--- config.mk ---
export PLATFORM = sky130hd
export DESIGN_NAME = dab_superframe_au_splitter
export DESIGN_NICKNAME = d
export VERILOG_FILES = /design/src/hdl/dsau_pkg.sv /design/src/hdl/dab_superframe_au_splitter.sv /design/src/hdl/dsau_hdr_unpack.sv /design/src/hdl/dsau_au_calc.sv
export VERILOG_INCLUDE_DIRS = /design/src /design/src/hdl
export SDC_FILE = /design/constraint.sdc
export NUM_CORES = 1
export LEC_CHECK = 0
export BUFFER_PORTS_ARGS = -buffer_cell sky130_fd_sc_hd__clkbuf_2
export CORE_MARGIN = 5
export CORE_UTILIZATION = 40
export CTS_BUF_LIST = sky130_fd_sc_hd__clkbuf_4
export DETAILED_ROUTE_END_ITERATION = 10
export GPL_TIMING_DRIVEN = 1
export PLACE_DENSITY = 0.71
export SLEW_MARGIN = 25
export SYNTH_ARGS = -nofsm -noshare
export SYNTH_HDL_FRONTEND = slang
export SYNTH_SLANG_ARGS = --single-unit
export TNS_END_PERCENT = 20
--- constraint.sdc ---
create_clock -name clk -period 7.8 [get_ports clk]
set_clock_uncertainty 0.05 [all_clocks]
set_input_delay 1.17 -clock clk [delete_from_list [all_inputs] [get_ports clk]]
set_output_delay 1.17 -clock clk [all_outputs]
set_load 0.005 [all_outputs]
--- src/hdl/dab_superframe_au_splitter_defines.svh ---
// ----------------------------------------------------------------------------
// DAB+ superframe AU splitter assertion macros
// Shared property macros, clocked on clk and disabled while rst is high.
// ----------------------------------------------------------------------------
`ifndef DAB_SUPERFRAME_AU_SPLITTER_DEFINES_SVH
`define DAB_SUPERFRAME_AU_SPLITTER_DEFINES_SVH

// Same-cycle implication.
`define DSAU_ASSERT_IMP(label, ante, cons, msg) \
  label: assert property (@(posedge clk) disable iff (rst) (ante) |-> (cons)) \
    else $error(msg);

// Next-cycle implication.
`define DSAU_ASSERT_NXT(label, ante, cons, msg) \
  label: assert property (@(posedge clk) disable iff (rst) (ante) |=> (cons)) \
    else $error(msg);

`endif

--- src/hdl/dsau_pkg.sv ---
// ----------------------------------------------------------------------------
// DAB+ superframe AU splitter package
// Shared types, tables and constants of the AU splitter.
// ----------------------------------------------------------------------------
`timescale 1ns / 1ps
`default_nettype none

package dsau_pkg;

  localparam int OUT_BUF_BYTES       = 4096;
  localparam int AUDIO_BYTES_PER_COL = 110;
  localparam int MAX_AUS             = 6;

  // AU count and ADTS sampling-frequency index, selected by the rate and SBR flags.
  localparam logic [2:0] AU_COUNT_TAB [4] = '{3'd4, 3'd2, 3'd6, 3'd3};
  localparam logic [3:0] SFI_TAB [4]      = '{4'h5, 4'h8, 4'h3, 4'h6};

  localparam logic [7:0] ADTS_BYTE0     = 8'hFF;
  localparam logic [7:0] ADTS_BYTE1     = 8'hF1;
  localparam logic [7:0] ADTS_PROFILE   = 8'h40;
  localparam logic [4:0] ADTS_FULL_HIGH = 5'h1F;
  localparam logic [7:0] ADTS_BYTE6     = 8'hFC;

  typedef logic [MAX_AUS-1:0][11:0] start_arr_t;

  typedef struct packed {
    logic [2:0] au_count;
    logic       all_set;
    logic [1:0] sel;
    logic       sbr;
    logic       mode;
    logic       ps;
    logic [2:0] surround;
  } hdr_info_t;

  typedef struct packed {
    logic [11:0] unit_start;
    logic [13:0] unit_size;
    logic        in_range;
    logic        emit_ok;
    logic [55:0] adts_header;
  } au_result_t;

endpackage

`default_nettype wire

--- src/hdl/dab_superframe_au_splitter.sv ---
// ----------------------------------------------------------------------------
// DAB+ superframe AU splitter
// Splits one DAB+ superframe header into per-AU results with ADTS headers.
// ----------------------------------------------------------------------------
// Usage:
//   The slave stream takes one superframe header per transfer: s_tdata holds
//   the format byte and header bytes 3 to 10. The master stream gives one
//   transfer per access unit (2, 3, 4 or 6 per superframe), in order, with
//   m_tlast on the final one. cfg_we/cfg_wdata write rs_columns, which sets
//   the audio area to 110 bytes per column; write it only while idle.
// Flow:
//   A header moves into the header register, and its first AU result then
//   into the output register. Results leave one per cycle while m_tready is
//   high; a superframe has 2 to 6 AUs, which the header register feeds one
//   at a time to the single AU calculator. The next header is taken in the
//   cycle its predecessor's last AU moves into the output register.
// Reset and stall:
//   rst clears both streams and sets rs_columns to 8. When the receiver holds
//   m_tready low, the output register keeps its result and the header
//   register waits; no result is lost or repeated.
// ----------------------------------------------------------------------------
`timescale 1ns / 1ps
`default_nettype none

`include "dab_superframe_au_splitter_defines.svh"

module dab_superframe_au_splitter (
  input  wire logic        clk,
  input  wire logic        rst,
  input  wire logic        cfg_we,
  input  wire logic [5:0]  cfg_wdata,
  input  wire logic        s_tvalid,
  output logic             s_tready,
  // Fields from bit 0: format_byte, hdr_byte3 .. hdr_byte10 (8 bits each).
  input  wire logic [71:0] s_tdata,
  output logic             m_tvalid,
  input  wire logic        m_tready,
  // Fields from bit 0: au_number[3], unit_start[12], unit_size[14],
  // in_range[1], emit_ok[1], adts_header[56], one zero pad bit.
  output logic [87:0]      m_tdata,
  output logic             m_tlast
);

  logic [12:0]          area_bytes;
  dsau_pkg::start_arr_t in_starts;
  dsau_pkg::hdr_info_t  in_info;
  dsau_pkg::start_arr_t hdr_starts;
  dsau_pkg::hdr_info_t  hdr_info;
  logic                 hdr_valid;
  logic [2:0]           au_idx;
  logic                 last;
  logic                 load;
  logic [12:0]          next_pos;
  dsau_pkg::au_result_t calc;

  always_ff @(posedge clk) begin
    if (rst) begin
      area_bytes <= 13'(dsau_pkg::AUDIO_BYTES_PER_COL * 8);
    end else if (cfg_we) begin
      area_bytes <= 13'(dsau_pkg::AUDIO_BYTES_PER_COL) * {7'd0, cfg_wdata};
    end
  end

  dsau_hdr_unpack u_unpack (
    .hdr_bytes (s_tdata),
    .starts    (in_starts),
    .info      (in_info)
  );

  assign last     = (au_idx == (hdr_info.au_count - 3'd1));
  assign load     = hdr_valid && (!m_tvalid || m_tready);
  assign s_tready = !hdr_valid || (load && last);
  assign next_pos = last ? area_bytes : {1'b0, hdr_starts[1]};

  // The start list shifts down as AUs go out, so the current AU is always
  // at slot 0 and its successor at slot 1.
  always_ff @(posedge clk) begin
    if (rst) begin
      hdr_valid <= 1'b0;
      au_idx    <= '0;
    end else if (s_tvalid && s_tready) begin
      hdr_valid <= 1'b1;
      au_idx    <= '0;
    end else if (load) begin
      if (last) begin
        hdr_valid <= 1'b0;
      end else begin
        au_idx <= au_idx + 3'd1;
      end
    end
  end

  always_ff @(posedge clk) begin
    if (s_tvalid && s_tready) begin
      hdr_starts <= in_starts;
      hdr_info   <= in_info;
    end else if (load) begin
      for (int i = 0; i < dsau_pkg::MAX_AUS - 1; i++) begin
        hdr_starts[i] <= hdr_starts[i+1];
      end
    end
  end

  dsau_au_calc u_calc (
    .cur_start  (hdr_starts[0]),
    .next_pos   (next_pos),
    .area_bytes (area_bytes),
    .info       (hdr_info),
    .result     (calc)
  );

  always_ff @(posedge clk) begin
    if (rst) begin
      m_tvalid <= 1'b0;
    end else if (load) begin
      m_tvalid <= 1'b1;
    end else if (m_tready) begin
      m_tvalid <= 1'b0;
    end
  end

  always_ff @(posedge clk) begin
    if (load) begin
      m_tdata <= {1'b0, calc.adts_header, calc.emit_ok, calc.in_range,
                  calc.unit_size, calc.unit_start, au_idx};
      m_tlast <= last;
    end
  end

  `DSAU_ASSERT_IMP(a_idx_in_count, hdr_valid, au_idx < hdr_info.au_count, "AU index past count")
  `DSAU_ASSERT_NXT(a_accept_starts, s_tvalid && s_tready, hdr_valid && au_idx == 3'd0, "no header")
  `DSAU_ASSERT_IMP(a_emit_in_range, m_tvalid && m_tdata[30], m_tdata[29], "emit without range")
  `DSAU_ASSERT_IMP(a_no_emit_hdr, m_tvalid && !m_tdata[30], m_tdata[86:31] == 56'd0, "stray ADTS")

endmodule

`default_nettype wire

--- src/hdl/dsau_hdr_unpack.sv ---
// ----------------------------------------------------------------------------
// DAB+ superframe header unpacker
// Splits the superframe header bytes into AU starts and format fields.
// ----------------------------------------------------------------------------
`timescale 1ns / 1ps
`default_nettype none

module dsau_hdr_unpack (
  input  wire logic [71:0]         hdr_bytes,
  output dsau_pkg::start_arr_t     starts,
  output dsau_pkg::hdr_info_t      info
);

  logic [7:0]  fmt;
  logic [7:0]  b3, b4, b5, b6, b7, b8, b9, b10;
  logic [1:0]  sel;
  logic [2:0]  count;
  logic [11:0] start0;
  logic        all_set;

  assign fmt = hdr_bytes[7:0];
  assign b3  = hdr_bytes[15:8];
  assign b4  = hdr_bytes[23:16];
  assign b5  = hdr_bytes[31:24];
  assign b6  = hdr_bytes[39:32];
  assign b7  = hdr_bytes[47:40];
  assign b8  = hdr_bytes[55:48];
  assign b9  = hdr_bytes[63:56];
  assign b10 = hdr_bytes[71:64];

  assign sel   = fmt[6:5];
  assign count = dsau_pkg::AU_COUNT_TAB[sel];

  // The first AU starts right after the header, whose length follows the count.
  always_comb begin
    case (count)
      3'd2:    start0 = 12'd5;
      3'd3:    start0 = 12'd6;
      3'd4:    start0 = 12'd8;
      default: start0 = 12'd11;
    endcase
  end

  assign starts[0] = start0;
  assign starts[1] = {b3, b4[7:4]};
  assign starts[2] = {b4[3:0], b5};
  assign starts[3] = {b6, b7[7:4]};
  assign starts[4] = {b7[3:0], b8};
  assign starts[5] = {b9, b10[7:4]};

  always_comb begin
    all_set = 1'b1;
    for (int i = 1; i < dsau_pkg::MAX_AUS; i++) begin
      if ((3'(i) < count) && (starts[i] == 12'd0)) begin
        all_set = 1'b0;
      end
    end
  end

  assign info.au_count = count;
  assign info.all_set  = all_set;
  assign info.sel      = sel;
  assign info.sbr      = fmt[5];
  assign info.mode     = fmt[4];
  assign info.ps       = fmt[3];
  assign info.surround = fmt[2:0];

endmodule

`default_nettype wire

--- src/hdl/dsau_au_calc.sv ---
// ----------------------------------------------------------------------------
// DAB+ access-unit calculator
// Size, range check, emit decision and ADTS header for one access unit.
// ----------------------------------------------------------------------------
`timescale 1ns / 1ps
`default_nettype none

module dsau_au_calc (
  input  wire logic [11:0]         cur_start,
  input  wire logic [12:0]         next_pos,
  input  wire logic [12:0]         area_bytes,
  input  wire dsau_pkg::hdr_info_t info,
  output dsau_pkg::au_result_t     result
);

  localparam logic signed [14:0] DLEN_LIMIT = 15'(dsau_pkg::OUT_BUF_BYTES - 7);

  logic signed [14:0] size;
  logic signed [14:0] end_pos;
  logic signed [14:0] dlen;
  logic signed [14:0] flen_full;
  logic [12:0]        flen;
  logic               rng;
  logic               emit;
  logic [2:0]         cc;
  logic [3:0]         sfi;

  always_comb begin
    if (info.all_set) begin
      size = $signed({2'b00, next_pos}) - $signed({3'b000, cur_start});
    end else begin
      size = '0;
    end
  end

  assign end_pos   = $signed({3'b000, cur_start}) + size;
  assign rng       = (size > 15'sd0) && (end_pos >= 15'sd2) &&
                     (end_pos <= $signed({2'b00, area_bytes}));
  assign dlen      = size - 15'sd2;
  assign emit      = rng && (dlen > 15'sd0) && (dlen < DLEN_LIMIT);
  // Frame length covers the data plus the seven header bytes.
  assign flen_full = dlen + 15'sd7;
  assign flen      = flen_full[12:0];

  always_comb begin
    if ((info.surround == 3'd0) && info.sbr && !info.mode && info.ps) begin
      cc = 3'd2;
    end else if (info.surround == 3'd1) begin
      cc = 3'd6;
    end else if (info.mode) begin
      cc = 3'd2;
    end else begin
      cc = 3'd1;
    end
  end

  assign sfi = dsau_pkg::SFI_TAB[info.sel];

  assign result.unit_start = cur_start;
  assign result.unit_size  = size[13:0];
  assign result.in_range   = rng;
  assign result.emit_ok    = emit;

  always_comb begin
    if (emit) begin
      result.adts_header = {dsau_pkg::ADTS_BYTE0,
                            dsau_pkg::ADTS_BYTE1,
                            dsau_pkg::ADTS_PROFILE | {2'b00, sfi, 2'b00} |
                              {7'b0000000, cc[2]},
                            {cc[1:0], 4'b0000, flen[12:11]},
                            flen[10:3],
                            {flen[2:0], dsau_pkg::ADTS_FULL_HIGH},
                            dsau_pkg::ADTS_BYTE6};
    end else begin
      result.adts_header = '0;
    end
  end

endmodule

`default_nettype wire
Word level (Yosys, flattened, before mapping)
Cells that the tools add are included.
{ "op_classes": {"add_sub_neg": 6, "multipliers": 1, "n_div": 0, "n_lt_le_gt_ge": 12, "eq_ne": 5, "n_shift": 0, "n_mux": 21, "bitwise_logic": 5, "n_reduce_logical": 34} }
{ "ops": {"columns": ["operator", "count"], "rows": [
  ["2-to-1 mux 60 bit", 2],
  ["zero test 12 bit", 5],
  ["2-to-1 mux 56 bit", 1],
  ["> comparator 15 x 1 -> 1 bit (second input constant)", 2],
  ["adder 13 x 15 -> 15 bit", 1],
  ["greater-or-equal comparator 15 x 3 -> 1 bit (second input constant)", 1],
  ["less-or-equal comparator 15 x 14 -> 1 bit", 1],
  ["logical AND 1 bit", 15],
  ["less-than comparator 15 x 13 -> 1 bit (second input constant)", 1],
  ["2-to-1 mux 15 bit", 1],
  ["subtractor 15 x 3 -> 15 bit (second input constant)", 1],
  ["subtractor 13 x 12 -> 14 bit", 1],
  ["adder 13 x 4 -> 13 bit (second input constant)", 1],
  ["2-to-1 mux 13 bit", 1],
  ["multiplier 6 x 6 -> 12 bit (first input constant)", 1],
  ["2-to-1 mux 3 bit", 4],
  ["case mux 4 bit (3 select lines)", 1],
  ["binary-select mux 4 bit (select 2 bit)", 1],
  ["2-to-1 mux 4 bit", 2],
  ["OR 7 x 1 -> 7 bit", 1],
  ["binary-select mux 3 bit (select 2 bit)", 1],
  ["== test 3 x 2 -> 1 bit (second input constant)", 2],
  ["greater-or-equal comparator 3 bit (second input constant)", 2],
  ["less-than comparator 2 x 3 -> 1 bit (first input constant)", 2],
  ["19 further kinds", 33]
]} }
{ "totals": {"ff_bits": 189, "latch_bits": 0, "ramBits": 0, "mem_bits_ro": 0, "input_bits": 83, "out_inout_bits": 91, "word_cells": 105, "n_memories": 0} }

Logic depth before layout (Yosys ltp)
{ "logic_depth": {"ltp_word": 13, "ltp_mapped": 32} }

Modules after synthesis
A second synthesis with hierarchy kept.
{ "unflattened": {"cells_unflattened": 971, "area_unflattened_um2": 11647.4} }
{ "modules_own_cells": {"columns": ["mod", "n_inst", "cells_per_inst", "area_per_inst_um2"], "rows": [
  ["dab_superframe_au_splitter", 1, 435, 7903.8],
  ["dsau_au_calc", 1, 421, 2922.8],
  ["dsau_hdr_unpack", 1, 115, 820.8]
]} }

Least setup slack after synthesis
Ideal clock, no wire load.
{ "synth_timing": {"path_type": "register -> register", "from": "reg hdr_info[9] (netlist bit)", "to": "reg m_tdata[61] (data pin)", "setup_time_ns": 0.176, "arrival_time_ns": 6.301, "required_time_ns": 7.574, "slack_ns": 1.274, "path_stages_with_launch": 33, "synth_period_minus_slack_ns": 6.526, "path_cell_list": "edfxtp_1 inv_1 ha_1 xor2_1 xnor2_1 nand3_1 clkbuf_1 nand2_1 o21ai_0 ha_1 buf_2 nor2_1 a211oi_1 or4_1 nand3_2 inv_1 ha_1 a2111oi_0 inv_1 o22ai_1 a21oi_1 xor2_1 ha_1 a21o_1 a21oi_1 nand2_1 a311o_1 a311oi_1 a2bb2oi_1 nand4b_1 a311o_2 buf_4 nor4_1"} }
{ "synth_rtl": {"columns": ["item", "line", "text"], "rows": [
  ["start: declaration", "dab_superframe_au_splitter.sv:48", "dsau_pkg::hdr_info_t hdr_info;"],
  ["start signal: assignment", "dab_superframe_au_splitter.sv:96", "hdr_info <= in_info;"],
  ["end signal: assignment", "dab_superframe_au_splitter.sv:124", "m_tdata <= {1'b0, calc.adts_header, calc.emit_ok, calc.in_range,"],
  ["end: declaration", "dab_superframe_au_splitter.sv:40", "output logic [87:0] m_tdata,"]
]} }

==> impl_metrics.json <==
{
  "outcome": "finished, final reports clean",
  "max_freq_ghz": 0.133,
  "htree_num_levels": 4,
  "die-height_um": 164,
  "hp-class": "reg2reg",
  "drive_above_1_share": 0.226,
  "post-route-min-period_ns": 7.52,
  "multiInputGateArea_um2": 4500,
  "end_kind": "register",
  "finalCritPeriodShare": 0.964,
  "required_ns": 8.12,
  "via_per_inst": 4.99,
  "post-dp-hpwl_um": 16900,
  "yosysMostFrequentCell": "nand2_1",
  "reg2reg_from": "hdr_info[9]",
  "cpMaxStageDelayCell": "a311o_2",
  "row_count": 56,
  "dr_wl_met3_um": 1630,
  "synth_compound_gate_area_share": 0.100,
  "n_antenna_cell": 0,
  "dieWidth_um": 164,
  "holdBufCountCts": 0,
  "drt-met1-wl_um": 9010,
  "syn_to_final_growth_pct": 13.8,
  "core_um2": 23500,
  "io-pin-count": 174,
  "grt_max_degree": 63,
  "synth_area_um2": 9530,
  "drv_cap": 0,
  "cts_max_path_buffers": 2,
  "clk_pin_slew_ns": 0.14,
  "r2r_slack_ns": 0.28,
  "r2r_cells": 28,
  "yosysSeqAreaShare": 0.464,
  "yosys.area.top_type": "edfxtp_1",
  "p_leak_uw": 0.00491,
  "overflow": 0,
  "synthFlopType": "edfxtp_1",
  "critPathMaxFanout": 19,
  "fillers": 2208,
  "synth_xor_area_frac": 0.0412,
  "antenna_found_initial": 0,
  "relSlewSlack": 0.515,
  "synthDistinctLibCells": 81,
  "ys_seq_elements": 153,
  "track_usage": 0.162,
  "startpoint": "hdr_info[9]",
  "grt_pass1_wl_um": 34300,
  "start_util": 0.406,
  "finalSetupViolCount": 0,
  "drt-pass1-iter-count": 5,
  "r2r-end": "m_tdata[56]",
  "arrival_ns": 7.84,
  "utilization": 0.462,
  "crit_type": "reg2reg",
  "clk_latency_ns": 0.58,
  "synthMuxAreaShare": 0.0142,
  "vias": 7018,
  "fin_setup_tns_ns": 0,
  "design.die.area_um2": 27000,
  "synth_top_area_share": 0.429,
  "cts.sinks": 153,
  "synth_top_family_by_area": "simple AND/OR/NAND/NOR gates",
  "cts_tree": "built",
  "yosys-top-cells-area": "edfxtp_1 43%, ha_1 9.7%, nand2_1 7.7%, dfxtp_1 3.6%, inv_1 3.0%",
  "gp_congestion": 0.907,
  "hold_end": "area_bytes[9]",
  "yosys.area_share.simple": 0.182,
  "critical-path-max-stage-delay_ns": 0.52,
  "fin_nets": 1243,
  "highest_layer": "met4",
  "ys.warnings.count": 0,
  "slew_viol_final": 0,
  "avgRoutedWirePerCell_um": 15.8,
  "cp-start-kind": "register",
  "drc": 0,
  "cts_buffers": 17,
  "drt_wl_total_um": 22200,
  "drt_iter0_drc": 466,
  "synth_area_per_cell_um2": 10.2,
  "synthAdderAreaFrac": 0.122,
  "synth_cells": 934,
  "ys_async_sr_fraction": 0,
  "layout.area.seq_um2": 4420,
  "synth_edf_count": 136,
  "worstHoldStart": "area_bytes[9]",
  "dr_wl_met2_um": 11100,
  "peakVddDrop_uv": 161,
  "hold_depth": 2,
  "p_per_area_nw_per_um2": 306,
  "grt_pass1_vias": 6885,
  "critPathMostFrequentCell": "ha_1",
  "hold_viol_final": 0,
  "io_buffers": 156,
  "cts-root-buf": "clkbuf_4",
  "ant_nets": 0,
  "tightest_slew_ns": 0.727,
  "synth.top_cells.by_count": "195 x nand2_1, 136 x edfxtp_1, 77 x inv_1"
}
-- power by group --
| part | switching [uW] | internal (uW) |
|---|---|---|
| Sequential | 48.7 | 1040 |
| Combinational | 989 | 685 |
| Clock | 340 | 209 |
| Total | 1380 | 1940 |
-- cell type report --
type                       instances  area share
multi-input combinational        653       0.416
inverter                          78      0.0270
sequential                       153       0.408
clock inverter                    15      0.0184
tap                              319      0.0368
timing repair buffer             171      0.0824
clock buffer                      17      0.0118
-- cell usage in the layout, fill, tap and decap left out, types with 5 or more instances in the layout --
cell / n
buf_4: 15
and2_1: 13
clkbuf_2: 156
nand4_1: 8
o211ai_1: 8
nor2b_1: 7
a21oi_1: 24
o21bai_1: 5
dfxtp_1: 17
nor3b_1: 5
or4_1: 6
conb_1: 12
xnor2_1: 22
nor4_1: 16
nand2_1: 194
nand2b_1: 8
o21a_1: 5
edfxtp_1: 136
mux2i_1: 9
o2111ai_1: 5
nor3_1: 16
nor3_2: 9
o21ai_0: 31
a21o_1: 11
clkbuf_4: 17
xor2_1: 20
nand3_1: 14
fa_1: 12
inv_1: 77
nor2_1: 43
inv_8: 5
ha_1: 71
-- worst max path at each step --
| stage | to | slack (ns) |
|---|---|---|
| after global routing | m_tdata[56] | -0.01 |
| after detailed placement | m_tdata[56] | 0.27 |
| after floorplan | m_tdata[61] | 1.27 |
| after CTS | m_tdata[56] | 0.21 |
| final | m_tdata[56] | 0.28 |
| after global placement | m_tdata[56] | 0.48 |
-- cells by family (layout without fill, tap and decap cells) --
kind of cell	count (synthesis)	count (layout)
simple gates	362	362
compound gates	135	137
mux	12	12
xor+xnor	44	44
flops	153	153
other cells	1	12
fa+ha+maj	86	86
buf+inv	141	281
-- metrics by stage --
step                      hold WS, ns  cell area, um2  setup slack (ns)  power, uW  std cells
after detailed placement        0.428           10400             0.268       2700       1367
after global routing            0.486           10800           -0.0144       3560       1406
after floorplan                 0.393            9570              1.27       2320        945
final                           0.463           10800             0.282       3310       1406
after CTS                       0.465           10700             0.212       3250       1399
after global placement          0.418           10400             0.478       2650       1367
-- critical path: cells and delay by family (launching register included) --
family	cells	cell delay, ns
adders and majority gates	4	1.21
AOI/OAI and AO/OA	9	2.43
xor gates and xnor gates	4	0.78
muxes	1	0.26
DFF	1	0.44
and+or+nand+nor	7	1.81
buffers and inverters	3	0.36
-- repair_timing --
| item | in CTS | in global routing |
|---|---|---|
| endpoints found under the setup margin | 0 | 22 |
| setup buffers | 0 | 5 |
| gates resized for setup | 0 | 10 |
-- flip-flops by register name, summed over array words and instances (netlist names) --
signal,cells
area_bytes,12
au_idx,3
hdr_info,11
hdr_starts,72
hdr_valid,1
m_tdata,52
m_tlast,1
m_tvalid,1
-- per-layer routing --
metal,vias up,GRT usage
met5,-,0
met2,185,0.280
met1,3270,0.190
met4,0,0.0534
met3,37,0.0519
li1,3526,-
(Power assumes the default switching activity.)
